--- config.mk ---
export PLATFORM = sky130hd
export DESIGN_NAME = led_ring_bearing_indicator_flat
export DESIGN_NICKNAME = d
export VERILOG_FILES = /design/src/hdl/lrbi_pkg.sv /design/src/hdl/lrbi_ifs.sv /design/src/hdl/lrbi_cfg_regs.sv /design/src/hdl/lrbi_tick.sv /design/src/hdl/lrbi_frame.sv /design/src/hdl/led_ring_bearing_indicator.sv /design/src/flat_wrapper.sv
export SDC_FILE = /design/constraint.sdc
export NUM_CORES = 1
export LEC_CHECK = 0
export BUFFER_PORTS_ARGS = -buffer_cell sky130_fd_sc_hd__buf_2
export CAP_MARGIN = 20
export CORE_ASPECT_RATIO = 1.4
export CORE_MARGIN = 3
export CORE_UTILIZATION = 64
export CTS_BUF_LIST = sky130_fd_sc_hd__clkbuf_8
export DETAILED_ROUTE_END_ITERATION = 7
export PLACE_DENSITY = 0.88
export SETUP_SLACK_MARGIN = 0.02
export SYNTH_ARGS = -nofsm -noshare
export SYNTH_HDL_FRONTEND = slang
export SYNTH_SLANG_ARGS = --single-unit
--- constraint.sdc ---
create_clock -name clk -period 9.2 [get_ports clk]
set_input_delay 0.92 -clock clk [delete_from_list [all_inputs] [get_ports clk]]
set_output_delay 0.92 -clock clk [all_outputs]
set_load 0.005 [all_outputs]
--- src/hdl/lrbi_pkg.sv ---
// ----------------------------------------------------------------------------
// lrbi_pkg
// shared types and constants of the led ring bearing indicator
// ----------------------------------------------------------------------------
package lrbi_pkg;

  // angle unit: 1/16 degree, one full turn
  localparam int TURN      = 5760;
  localparam int HALF_TURN = 2880;

  localparam int NOW_W   = 32;
  localparam int ANGLE_W = 13;
  localparam int IDX_W   = 6;
  localparam int COLOR_W = 8;
  localparam int CFG_IDX_W  = 4;
  localparam int CFG_DATA_W = 16;

  // mode register codes, the unused code behaves as direction display
  localparam logic [1:0] MODE_INPUT = 2'd0;
  localparam logic [1:0] MODE_PROC  = 2'd1;
  localparam logic [1:0] MODE_DIR   = 2'd2;

  // register indexes of the configuration port
  typedef enum logic [CFG_IDX_W-1:0] {
    CFG_MODE           = 4'd0,
    CFG_MANUAL_BEARING = 4'd1,
    CFG_MANUAL_VALID   = 4'd2,
    CFG_NORTH_OFFSET   = 4'd3,
    CFG_BLINK_PERIOD   = 4'd4,
    CFG_PULSE_PERIOD   = 4'd5,
    CFG_PULSE_MIN      = 4'd6,
    CFG_PULSE_MAX      = 4'd7
  } cfg_idx_t;

  localparam logic [COLOR_W-1:0] GREEN_ARRIVE = 8'd128;
  localparam logic [COLOR_W-1:0] BLUE_FULL    = 8'd255;
  localparam logic [COLOR_W-1:0] BLUE_DIM     = 8'd64;
  localparam logic [COLOR_W-1:0] COLOR_OFF    = 8'd0;

  typedef struct packed {
    logic [1:0]         mode;
    logic [ANGLE_W-1:0] manual_bearing;
    logic               manual_bearing_valid;
    logic [IDX_W-1:0]   north_offset;
    logic [15:0]        blink_period_ms;
    logic [15:0]        pulse_period_ms;
    logic [COLOR_W-1:0] pulse_min;
    logic [COLOR_W-1:0] pulse_max;
  } cfg_t;

  // frame description handed from tick stage to frame streamer
  typedef struct packed {
    logic               dir;
    logic [COLOR_W-1:0] red;
    logic [COLOR_W-1:0] green;
    logic [COLOR_W-1:0] blue;
    logic [ANGLE_W-1:0] rel;
  } frame_t;

endpackage

--- src/hdl/lrbi_ifs.sv ---
// ----------------------------------------------------------------------------
// lrbi channel interfaces
// tick input, led result and configuration write channels
// ----------------------------------------------------------------------------
interface lrbi_in_if;
  logic        valid;
  logic        ready;
  logic [31:0] now_ms;
  logic        arrived;
  logic        heading_valid;
  logic [12:0] heading;
  logic        gps_bearing_valid;
  logic [12:0] gps_bearing;

  modport source (
    output valid, now_ms, arrived, heading_valid, heading, gps_bearing_valid,
           gps_bearing,
    input  ready
  );
  modport sink (
    input  valid, now_ms, arrived, heading_valid, heading, gps_bearing_valid,
           gps_bearing,
    output ready
  );
endinterface

interface lrbi_out_if;
  logic       valid;
  logic       ready;
  logic [5:0] led_index;
  logic [7:0] red;
  logic [7:0] green;
  logic [7:0] blue;
  logic       last_led;

  modport source (
    output valid, led_index, red, green, blue, last_led,
    input  ready
  );
  modport sink (
    input  valid, led_index, red, green, blue, last_led,
    output ready
  );
endinterface

interface lrbi_cfg_if;
  logic        valid;
  logic        ready;
  logic [3:0]  index;
  logic [15:0] data;

  modport source (output valid, index, data, input ready);
  modport sink   (input valid, index, data, output ready);
endinterface

--- src/hdl/lrbi_cfg_regs.sv ---
// ----------------------------------------------------------------------------
// lrbi_cfg_regs
// configuration register file, one write per word, unknown indexes ignored
// ----------------------------------------------------------------------------
module lrbi_cfg_regs
  import lrbi_pkg::*;
(
  input  logic                  clk,
  input  logic                  rst_n,
  input  logic                  cfg_valid,
  output logic                  cfg_ready,
  input  logic [CFG_IDX_W-1:0]  cfg_index,
  input  logic [CFG_DATA_W-1:0] cfg_data,
  output cfg_t                  cfg
);

  cfg_t cfg_r;
  cfg_t cfg_nxt;

  assign cfg_ready = 1'b1;
  assign cfg       = cfg_r;

  always_comb begin
    cfg_nxt = cfg_r;
    if (cfg_valid) begin
      unique case (cfg_index)
        CFG_MODE:           cfg_nxt.mode                 = cfg_data[1:0];
        CFG_MANUAL_BEARING: cfg_nxt.manual_bearing       = cfg_data[ANGLE_W-1:0];
        CFG_MANUAL_VALID:   cfg_nxt.manual_bearing_valid = cfg_data[0];
        CFG_NORTH_OFFSET:   cfg_nxt.north_offset         = cfg_data[IDX_W-1:0];
        CFG_BLINK_PERIOD:   cfg_nxt.blink_period_ms      = cfg_data;
        CFG_PULSE_PERIOD:   cfg_nxt.pulse_period_ms      = cfg_data;
        CFG_PULSE_MIN:      cfg_nxt.pulse_min            = cfg_data[COLOR_W-1:0];
        CFG_PULSE_MAX:      cfg_nxt.pulse_max            = cfg_data[COLOR_W-1:0];
        default:            cfg_nxt = cfg_r;
      endcase
    end
  end

  always_ff @(posedge clk) begin
    if (!rst_n) begin
      cfg_r.mode                 <= MODE_INPUT;
      cfg_r.manual_bearing       <= '0;
      cfg_r.manual_bearing_valid <= 1'b0;
      cfg_r.north_offset         <= '0;
      cfg_r.blink_period_ms      <= 16'd500;
      cfg_r.pulse_period_ms      <= 16'd20;
      cfg_r.pulse_min            <= 8'd0;
      cfg_r.pulse_max            <= 8'd255;
    end else begin
      cfg_r <= cfg_nxt;
    end
  end

endmodule

--- src/hdl/lrbi_tick.sv ---
// ----------------------------------------------------------------------------
// lrbi_tick
// input register, blink and pulse state update, pattern choice per tick
// ----------------------------------------------------------------------------
module lrbi_tick
  import lrbi_pkg::*;
#(
  parameter int PULSE_STEP = 5
) (
  input  logic               clk,
  input  logic               rst_n,
  input  cfg_t               cfg,
  input  logic               in_valid,
  output logic               in_ready,
  input  logic [NOW_W-1:0]   in_now_ms,
  input  logic               in_arrived,
  input  logic               in_heading_valid,
  input  logic [ANGLE_W-1:0] in_heading,
  input  logic               in_gps_bearing_valid,
  input  logic [ANGLE_W-1:0] in_gps_bearing,
  output logic               tick_valid,
  input  logic               tick_ready,
  output frame_t             tick_frame
);

  localparam logic signed [9:0]  STEP_S = 10'(PULSE_STEP);
  localparam logic signed [14:0] TURN_S = 15'(TURN);

  // input register
  logic               s1_valid_r;
  logic [NOW_W-1:0]   now_r;
  logic               arrived_r;
  logic               hv_r;
  logic [ANGLE_W-1:0] heading_r;
  logic               gv_r;
  logic [ANGLE_W-1:0] gps_r;

  // tick state
  logic               blink_on_r, blink_on_nxt;
  logic [NOW_W-1:0]   blink_stamp_r, blink_stamp_nxt;
  logic [NOW_W-1:0]   pulse_stamp_r, pulse_stamp_nxt;
  logic [COLOR_W-1:0] pulse_level_r, pulse_level_nxt;
  logic               in_falling_r, in_falling_nxt;
  logic               proc_falling_r, proc_falling_nxt;

  // frame stage
  logic   s2_valid_r;
  frame_t frame_r, frame_nxt;

  logic               s2_ready, take;
  logic [NOW_W-1:0]   blink_el, pulse_el;
  logic               fall_cur, fall_step;
  logic signed [9:0]  pulse_sum;
  logic [COLOR_W-1:0] level_step;
  logic [ANGLE_W-1:0] base;
  logic signed [14:0] diff;
  logic signed [14:0] rel_s;

  assign s2_ready   = !s2_valid_r || tick_ready;
  assign take       = s1_valid_r && s2_ready;
  assign in_ready   = !s1_valid_r || s2_ready;
  assign tick_valid = s2_valid_r;
  assign tick_frame = frame_r;

  // pulse step shared by both pulse modes, each with its own direction
  always_comb begin
    blink_el = now_r - blink_stamp_r;
    pulse_el = now_r - pulse_stamp_r;
    fall_cur = (cfg.mode == MODE_INPUT) ? in_falling_r : proc_falling_r;
    pulse_sum = $signed({2'b00, pulse_level_r}) + (fall_cur ? -STEP_S : STEP_S);
    fall_step  = fall_cur;
    level_step = pulse_level_r;
    if (pulse_sum >= $signed({2'b00, cfg.pulse_max})) begin
      level_step = cfg.pulse_max;
      fall_step  = 1'b1;
    end else if (pulse_sum <= $signed({2'b00, cfg.pulse_min})) begin
      level_step = cfg.pulse_min;
      fall_step  = 1'b0;
    end else begin
      level_step = pulse_sum[COLOR_W-1:0];
    end
  end

  // relative bearing folded into one turn
  always_comb begin
    base = gv_r ? gps_r : cfg.manual_bearing;
    diff = $signed({2'b00, base}) - $signed({2'b00, heading_r});
    priority if (diff >= TURN_S) begin
      rel_s = diff - TURN_S;
    end else if (diff >= 15'sd0) begin
      rel_s = diff;
    end else if (diff >= -TURN_S) begin
      rel_s = diff + TURN_S;
    end else begin
      rel_s = diff + TURN_S + TURN_S;
    end
  end

  always_comb begin
    blink_on_nxt     = blink_on_r;
    blink_stamp_nxt  = blink_stamp_r;
    pulse_stamp_nxt  = pulse_stamp_r;
    pulse_level_nxt  = pulse_level_r;
    in_falling_nxt   = in_falling_r;
    proc_falling_nxt = proc_falling_r;
    frame_nxt.dir    = 1'b0;
    frame_nxt.red    = COLOR_OFF;
    frame_nxt.green  = COLOR_OFF;
    frame_nxt.blue   = COLOR_OFF;
    frame_nxt.rel    = rel_s[ANGLE_W-1:0];
    priority if (arrived_r) begin
      if (blink_el > {16'd0, cfg.blink_period_ms}) begin
        blink_on_nxt    = !blink_on_r;
        blink_stamp_nxt = now_r;
      end
      frame_nxt.green = blink_on_nxt ? GREEN_ARRIVE : COLOR_OFF;
    end else if (cfg.mode == MODE_INPUT || cfg.mode == MODE_PROC) begin
      if (pulse_el > {16'd0, cfg.pulse_period_ms}) begin
        pulse_stamp_nxt = now_r;
        pulse_level_nxt = level_step;
        if (cfg.mode == MODE_INPUT) begin
          in_falling_nxt = fall_step;
        end else begin
          proc_falling_nxt = fall_step;
        end
      end
      frame_nxt.green = pulse_level_nxt;
      frame_nxt.red   = (cfg.mode == MODE_PROC) ? pulse_level_nxt : COLOR_OFF;
    end else if (hv_r && (gv_r || cfg.manual_bearing_valid)) begin
      frame_nxt.dir = 1'b1;
    end else begin
      frame_nxt.blue = BLUE_FULL;
    end
  end

  always_ff @(posedge clk) begin
    if (!rst_n) begin
      s1_valid_r     <= 1'b0;
      s2_valid_r     <= 1'b0;
      blink_on_r     <= 1'b0;
      blink_stamp_r  <= '0;
      pulse_stamp_r  <= '0;
      pulse_level_r  <= '0;
      in_falling_r   <= 1'b0;
      proc_falling_r <= 1'b0;
    end else begin
      if (in_ready) begin
        s1_valid_r <= in_valid;
      end
      if (s2_ready) begin
        s2_valid_r <= s1_valid_r;
      end
      if (take) begin
        blink_on_r     <= blink_on_nxt;
        blink_stamp_r  <= blink_stamp_nxt;
        pulse_stamp_r  <= pulse_stamp_nxt;
        pulse_level_r  <= pulse_level_nxt;
        in_falling_r   <= in_falling_nxt;
        proc_falling_r <= proc_falling_nxt;
      end
    end
  end

  always_ff @(posedge clk) begin
    if (in_ready && in_valid) begin
      now_r     <= in_now_ms;
      arrived_r <= in_arrived;
      hv_r      <= in_heading_valid;
      heading_r <= in_heading;
      gv_r      <= in_gps_bearing_valid;
      gps_r     <= in_gps_bearing;
    end
    if (take) begin
      frame_r <= frame_nxt;
    end
  end

endmodule

--- src/hdl/lrbi_frame.sv ---
// ----------------------------------------------------------------------------
// lrbi_frame
// bearing to led index, frame register and led streamer
// ----------------------------------------------------------------------------
module lrbi_frame
  import lrbi_pkg::*;
#(
  parameter int LED_COUNT = 16
) (
  input  logic               clk,
  input  logic               rst_n,
  input  logic [IDX_W-1:0]   north_offset,
  input  logic               tick_valid,
  output logic               tick_ready,
  input  frame_t             tick_frame,
  output logic               out_valid,
  input  logic               out_ready,
  output logic [IDX_W-1:0]   out_led_index,
  output logic [COLOR_W-1:0] out_red,
  output logic [COLOR_W-1:0] out_green,
  output logic [COLOR_W-1:0] out_blue,
  output logic               out_last_led
);

  localparam int CW = $clog2(LED_COUNT);
  // floor(x / TURN) as (x * RECIP) >> 32, exact for x below 2^19
  localparam longint unsigned RECIP = ((64'd1 << 32) + 64'(TURN - 1)) / 64'(TURN);
  localparam longint unsigned SCALE = 64'(LED_COUNT) * RECIP;
  localparam longint unsigned BIAS  = 64'(HALF_TURN) * RECIP;
  localparam logic [CW-1:0] LAST = CW'(LED_COUNT - 1);

  logic [CW-1:0] off_tab [64];
  genvar k;
  generate
    for (k = 0; k < 64; k++) begin : g_off
      assign off_tab[k] = CW'(k % LED_COUNT);
    end
  endgenerate

  logic               frame_valid_r;
  logic [CW-1:0]      cnt_r;
  logic               dir_r;
  logic [COLOR_W-1:0] red_r, green_r, blue_r;
  logic [CW-1:0]      center_r, plus_r, minus_r;

  logic [39:0]   prod;
  logic [7:0]    quot;
  logic [CW-1:0] idx;
  logic [CW:0]   sum;
  logic [CW-1:0] center_nxt, plus_nxt, minus_nxt;
  logic          out_fire, last_fire, load;

  always_comb begin
    prod = {27'd0, tick_frame.rel} * SCALE[39:0] + BIAS[39:0];
    quot = prod[39:32];
    idx  = (quot == 8'(LED_COUNT)) ? '0 : quot[CW-1:0];
    sum  = {1'b0, idx} + {1'b0, off_tab[north_offset]};
    center_nxt = (sum >= (CW+1)'(LED_COUNT)) ? CW'(sum - (CW+1)'(LED_COUNT))
                                             : sum[CW-1:0];
    plus_nxt   = (center_nxt == LAST) ? '0 : center_nxt + 1'b1;
    minus_nxt  = (center_nxt == '0) ? LAST : center_nxt - 1'b1;
  end

  assign out_fire   = frame_valid_r && out_ready;
  assign last_fire  = out_fire && (cnt_r == LAST);
  assign tick_ready = !frame_valid_r || last_fire;
  assign load       = tick_valid && tick_ready;

  assign out_valid     = frame_valid_r;
  assign out_led_index = IDX_W'(cnt_r);
  assign out_last_led  = (cnt_r == LAST);
  assign out_red       = red_r;
  assign out_green     = green_r;

  always_comb begin
    if (!dir_r) begin
      out_blue = blue_r;
    end else if (cnt_r == center_r) begin
      out_blue = BLUE_FULL;
    end else if (cnt_r == plus_r || cnt_r == minus_r) begin
      out_blue = BLUE_DIM;
    end else begin
      out_blue = COLOR_OFF;
    end
  end

  always_ff @(posedge clk) begin
    if (!rst_n) begin
      frame_valid_r <= 1'b0;
      cnt_r         <= '0;
    end else begin
      if (tick_ready) begin
        frame_valid_r <= tick_valid;
      end
      if (load || last_fire) begin
        cnt_r <= '0;
      end else if (out_fire) begin
        cnt_r <= cnt_r + 1'b1;
      end
    end
  end

  always_ff @(posedge clk) begin
    if (load) begin
      dir_r    <= tick_frame.dir;
      red_r    <= tick_frame.red;
      green_r  <= tick_frame.green;
      blue_r   <= tick_frame.blue;
      center_r <= center_nxt;
      plus_r   <= plus_nxt;
      minus_r  <= minus_nxt;
    end
  end

`ifndef SYNTH
  a_cnt_range: assert property (@(posedge clk) disable iff (!rst_n)
    frame_valid_r |-> cnt_r <= LAST)
    else $error("led counter beyond ring");

  a_cnt_wrap: assert property (@(posedge clk) disable iff (!rst_n)
    last_fire |=> cnt_r == '0)
    else $error("led counter did not restart after last led");

  a_neighbors: assert property (@(posedge clk) disable iff (!rst_n)
    (frame_valid_r && dir_r) |-> (center_r != plus_r && center_r != minus_r))
    else $error("bearing neighbor coincides with center");

  a_no_drop: assert property (@(posedge clk) disable iff (!rst_n)
    (frame_valid_r && !last_fire) |=> frame_valid_r)
    else $error("frame dropped before last led");
`endif

endmodule

--- src/hdl/led_ring_bearing_indicator.sv ---
// ----------------------------------------------------------------------------
// led_ring_bearing_indicator
// turns each tick into one frame of led colors: arrival blink, input or
// processing pulse, relative bearing pointer or solid blue
// ----------------------------------------------------------------------------
//  channel  dir  handshake        word
//  in_if    in   valid / ready    one tick: time, arrival, heading, bearing
//  out_if   out  valid / ready    one led: index, red, green, blue, last flag
//  cfg_if   in   valid / ready    one register write: index, data
//
//  each tick yields LED_COUNT words, one per cycle while out_if.ready is
//  high, so the output port sets the sustained rate
//  the first led of a frame appears after the tick passes the input
//  register, then the tick result register, then the frame register; the
//  next tick is taken while a frame is still streaming
//  reset is synchronous and active low; cfg_if is always ready
//  out_if.ready low freezes the led counter, the stages behind it fill and
//  then in_if.ready drops
// ----------------------------------------------------------------------------
module led_ring_bearing_indicator
  import lrbi_pkg::*;
#(
  parameter int LED_COUNT  = 16,
  parameter int PULSE_STEP = 5
) (
  input  logic       clk,
  input  logic       rst_n,
  lrbi_in_if.sink    in_if,
  lrbi_out_if.source out_if,
  lrbi_cfg_if.sink   cfg_if
);

  cfg_t   cfg;
  logic   tick_valid;
  logic   tick_ready;
  frame_t tick_frame;

  // register file, a write is registered and shows on cfg in the cycle after it is taken
  lrbi_cfg_regs u_cfg (
    .clk       (clk),
    .rst_n     (rst_n),
    .cfg_valid (cfg_if.valid),
    .cfg_ready (cfg_if.ready),
    .cfg_index (cfg_if.index),
    .cfg_data  (cfg_if.data),
    .cfg       (cfg)
  );

  // tick register and per-tick state: blink toggle, shared pulse level
  lrbi_tick #(
    .PULSE_STEP (PULSE_STEP)
  ) u_tick (
    .clk                  (clk),
    .rst_n                (rst_n),
    .cfg                  (cfg),
    .in_valid             (in_if.valid),
    .in_ready             (in_if.ready),
    .in_now_ms            (in_if.now_ms),
    .in_arrived           (in_if.arrived),
    .in_heading_valid     (in_if.heading_valid),
    .in_heading           (in_if.heading),
    .in_gps_bearing_valid (in_if.gps_bearing_valid),
    .in_gps_bearing       (in_if.gps_bearing),
    .tick_valid           (tick_valid),
    .tick_ready           (tick_ready),
    .tick_frame           (tick_frame)
  );

  // bearing to led index, then one word per led
  lrbi_frame #(
    .LED_COUNT (LED_COUNT)
  ) u_frame (
    .clk           (clk),
    .rst_n         (rst_n),
    .north_offset  (cfg.north_offset),
    .tick_valid    (tick_valid),
    .tick_ready    (tick_ready),
    .tick_frame    (tick_frame),
    .out_valid     (out_if.valid),
    .out_ready     (out_if.ready),
    .out_led_index (out_if.led_index),
    .out_red       (out_if.red),
    .out_green     (out_if.green),
    .out_blue      (out_if.blue),
    .out_last_led  (out_if.last_led)
  );

endmodule
--- src/flat_wrapper.sv ---
// flat-port wrapper written by rule: the top's interface ports become plain ports
module led_ring_bearing_indicator_flat import lrbi_pkg::*;
#(
  parameter int LED_COUNT  = 16,
  parameter int PULSE_STEP = 5
)
  (clk, rst_n, in_if_valid, in_if_now_ms, in_if_arrived, in_if_heading_valid, in_if_heading, in_if_gps_bearing_valid, in_if_gps_bearing, in_if_ready, out_if_valid, out_if_led_index, out_if_red, out_if_green, out_if_blue, out_if_last_led, out_if_ready, cfg_if_valid, cfg_if_index, cfg_if_data, cfg_if_ready);
  lrbi_in_if in_if_i ();
  lrbi_out_if out_if_i ();
  lrbi_cfg_if cfg_if_i ();
  input  logic clk;
  input  logic rst_n;
  input wire logic [$bits(in_if_i.valid)-1:0] in_if_valid;
  input wire logic [$bits(in_if_i.now_ms)-1:0] in_if_now_ms;
  input wire logic [$bits(in_if_i.arrived)-1:0] in_if_arrived;
  input wire logic [$bits(in_if_i.heading_valid)-1:0] in_if_heading_valid;
  input wire logic [$bits(in_if_i.heading)-1:0] in_if_heading;
  input wire logic [$bits(in_if_i.gps_bearing_valid)-1:0] in_if_gps_bearing_valid;
  input wire logic [$bits(in_if_i.gps_bearing)-1:0] in_if_gps_bearing;
  output wire logic [$bits(in_if_i.ready)-1:0] in_if_ready;
  output wire logic [$bits(out_if_i.valid)-1:0] out_if_valid;
  output wire logic [$bits(out_if_i.led_index)-1:0] out_if_led_index;
  output wire logic [$bits(out_if_i.red)-1:0] out_if_red;
  output wire logic [$bits(out_if_i.green)-1:0] out_if_green;
  output wire logic [$bits(out_if_i.blue)-1:0] out_if_blue;
  output wire logic [$bits(out_if_i.last_led)-1:0] out_if_last_led;
  input wire logic [$bits(out_if_i.ready)-1:0] out_if_ready;
  input wire logic [$bits(cfg_if_i.valid)-1:0] cfg_if_valid;
  input wire logic [$bits(cfg_if_i.index)-1:0] cfg_if_index;
  input wire logic [$bits(cfg_if_i.data)-1:0] cfg_if_data;
  output wire logic [$bits(cfg_if_i.ready)-1:0] cfg_if_ready;
  assign in_if_i.valid = in_if_valid;
  assign in_if_i.now_ms = in_if_now_ms;
  assign in_if_i.arrived = in_if_arrived;
  assign in_if_i.heading_valid = in_if_heading_valid;
  assign in_if_i.heading = in_if_heading;
  assign in_if_i.gps_bearing_valid = in_if_gps_bearing_valid;
  assign in_if_i.gps_bearing = in_if_gps_bearing;
  assign in_if_ready = in_if_i.ready;
  assign out_if_valid = out_if_i.valid;
  assign out_if_led_index = out_if_i.led_index;
  assign out_if_red = out_if_i.red;
  assign out_if_green = out_if_i.green;
  assign out_if_blue = out_if_i.blue;
  assign out_if_last_led = out_if_i.last_led;
  assign out_if_i.ready = out_if_ready;
  assign cfg_if_i.valid = cfg_if_valid;
  assign cfg_if_i.index = cfg_if_index;
  assign cfg_if_i.data = cfg_if_data;
  assign cfg_if_ready = cfg_if_i.ready;
  led_ring_bearing_indicator #(.LED_COUNT(LED_COUNT), .PULSE_STEP(PULSE_STEP)) u_core (.clk(clk), .rst_n(rst_n), .in_if(in_if_i), .out_if(out_if_i), .cfg_if(cfg_if_i));
endmodule
==> metrics.txt <==
CTS tree=built; Initial Util=65.0%; Cell Area, Synth=21,600 um^2; vias in the first global route=18,221; period utilization=87.5%; port bufs=116; Post-DP Area=22,400 um^2; final std cells w/o fill=2,948; Yosys cell types=94; crit start category=flip-flop; Vias/cell=6.02; routed wire length=57,200 um; placed cell count=2,869; Core Area=33,300 um^2; Hold Crit Class=reg -> reg; largest net degree at the start of global routing=100; Fillers=2,558; Net count, final=2,877; Async SR Flop Fraction=0%; skew final=0.0394 ns; clock transition at the registers of the reported paths=0.07 ns; via count=17,751; Ports=120; Period minus WS final=8.05 ns; CTS buffer count=42; Setup Fix Bufs, Post-CTS=0; leading register cell type out of synthesis=dfxtp_1; overflow left after global routing=0; first-pass GRT wire length=90,300 um; Hold Fails Final Rpt=0; Num Clock Sinks=272; Max-slew headroom=23.6%; Die Y=224 um; initial antenna violation count=0; DRC viols=0; yosys warns=0; data required time of the worst path=9.63 ns; share of cells above drive strength 1=9.71%; Max Fclk=124 MHz; DRT Pass-1 Iters=5; Overall Global Routing Usage=31.2%; clk_lat worst skew=0.60 ns; status=completed; Avg Cell Area, Syn=9.06 um^2; Post-synth EDFFs=122; H-Tree Depth=2; WL/cell=19.4 um; post-CTS sizing=0; final instance area=23,400 um^2; Seq/Total Area, Yosys=30.8%; Die Area=36,100 um^2; Die W=161 um; Crit Path Max Fanout=8; CTS max path bufs=3; hold-fix buffers at CTS=0; Clk Tree Root Cell=clkbuf_8; DP HPWL=45,100 um; Synth Instances=2,388; number of max-cap violations=0; Final setup viols=0; n_diodes=0; crit path kind=reg -> reg; Initial DRC Count=979; final weighted congestion in routability-driven placement=0.969; final antenna-violating net count=0; Worst Max-Slew Pin Slew=1.14 ns; final slew viol count=0; setup TNS=0 ns; row count=79; RSZ-0062 raised after global routing=no; Synth Register Bits=272; critical path data arrival time=8.48 ns; Worst setup EP type=flip-flop; P&R area growth vs syn=8.19%
[cells in the mapped netlist (16+ instances only)]
| master | n | share of area, % |
|---|---|---|
| a21oi_1 | 128 | 3.0 |
| buf_2 | 16 | 0.37 |
| mux2i_1 | 130 | 6.0 |
| o21ai_0 | 77 | 1.8 |
| o21ai_1 | 16 | 0.37 |
| fa_1 | 78 | 7.2 |
| nor2_1 | 109 | 1.9 |
| a21o_1 | 32 | 1.1 |
| nand2b_1 | 18 | 0.52 |
| edfxtp_1 | 122 | 17 |
| xnor2_1 | 46 | 1.9 |
| nor2b_1 | 46 | 1.3 |
| ha_1 | 244 | 14 |
| o21a_1 | 32 | 1.1 |
| xor2_1 | 42 | 1.7 |
| nand2_1 | 293 | 5.1 |
| a21boi_0 | 32 | 1.1 |
| clkbuf_1 | 52 | 0.90 |
| nand3_1 | 41 | 0.95 |
| o211ai_1 | 31 | 1.1 |
| nand4_1 | 25 | 0.72 |
| nor3_1 | 32 | 0.74 |
| inv_1 | 300 | 5.2 |
| dfxtp_1 | 150 | 14 |
| and3_1 | 18 | 0.52 |
[path summary, 6_finish.rpt]
| check | start | end | slack, ns | depth (start not counted) |
|---|---|---|---|---|
| max | u_core.u_tick.tick_frame[10] | u_core.u_frame.minus_r[0] | 1.15 | 27 |
| min | u_core.u_tick.tick_frame[24] | u_core.u_frame.out_green[3] | 0.42 | 0 |
| max reg2reg | u_core.u_tick.tick_frame[10] | u_core.u_frame.minus_r[0] | 1.15 | 27 |
| min reg2reg | u_core.u_tick.tick_frame[24] | u_core.u_frame.out_green[3] | 0.42 | 0 |
[placed cells by master, fill, tap and decap left out, drive strengths merged, types with 47 or more instances in the layout]
master  netlist  final
mux2i       130    130
buf          39    127
nor2        110    110
nand2       294    294
a21oi       131    131
ha          244    244
fa           78     78
o21ai        95     95
inv         301    308
xnor2        47     47
edfxtp      122    122
dfxtp       150    150
[kinds of logic (layout without fill, tap and decap cells)]
| group | count (synthesis) | in the layout | synth area share, % |
|---|---|---|---|
| and+or+nand+nor | 676 | 676 | 15.0 |
| adders and majority gates | 322 | 322 | 21.3 |
| AOI/OAI and AO/OA | 493 | 493 | 15.2 |
| muxes | 142 | 142 | 6.64 |
| xor gates and xnor gates | 89 | 89 | 3.69 |
| other | 2 | 3 | 0.0347 |
| buffers and inverters | 392 | 506 | 7.29 |
| DFF | 272 | 272 | 30.8 |
[area by class of cell]
cell class                 count  area [um^2]  area share, %
multi-input combinational   1725        13400           57.4
sequential                   272         6670           28.5
inverter                     301         1130           4.82
timing repair buffer         127          669           2.86
clock buffer                  45          619           2.64
tap                          445          557           2.38
clock inverter                33          339           1.45
[metal layers]
| metal | up-vias | GRT usage (%) | part of all wire [%] |
|---|---|---|---|
| met2 | 571 | 59.7 | 53 |
| met3 | 217 | 3.46 | 4.0 |
| li1 | 8513 | - | - |
| met1 | 8450 | 31.8 | 36 |
| met5 | - | 0 | 0 |
| met4 | 0 | 20.0 | 7.3 |
[per-stage QoR]
step,hold slack [ns],worst slack (ns),util [%]
floorplan,0.400,1.99,-
global placement,0.406,1.49,67.4
detailed placement,0.407,1.27,67.4
CTS,0.417,1.20,70.3
global route,0.427,0.774,70.3
finish,0.416,1.15,70.3
[worst max-delay path: stages (launching register included)]
cell       delay (ns)
edfxtp_1         0.51
ha_1             0.36
inv_1            0.06
fa_1             0.52
inv_1            0.08
fa_1             0.53
inv_1            0.05
fa_1             0.52
inv_1            0.05
fa_1             0.47
ha_1             0.42
a21oi_2          0.28
o21ai_1          0.19
a32o_1           0.30
nor4_1           0.30
o2111ai_1        0.15
or3b_1           0.48
nor4_4           0.40
nor2_1           0.14
xnor2_1          0.30
ha_1             0.29
a21o_1           0.17
a21oi_1          0.17
xnor2_1          0.12
xnor2_1          0.39
xnor2_4          0.15
or3_1            0.40
nand2_1          0.09
[sequential cells by signal (all words and copies together), names as in the netlist, 13 cells and up]
name,cells
u_core.u_tick.gps_r,13
u_core.u_tick.pulse_stamp_r,32
u_core.u_tick.blink_stamp_r,32
u_core.u_tick.heading_r,13
u_core.u_tick.tick_frame,31
u_core.u_cfg.cfg,68
u_core.u_tick.now_r,32
Power is left out: the tool's default activity adds up to more than one toggle a clock period on the data nets, which glitch-free logic cannot reach.
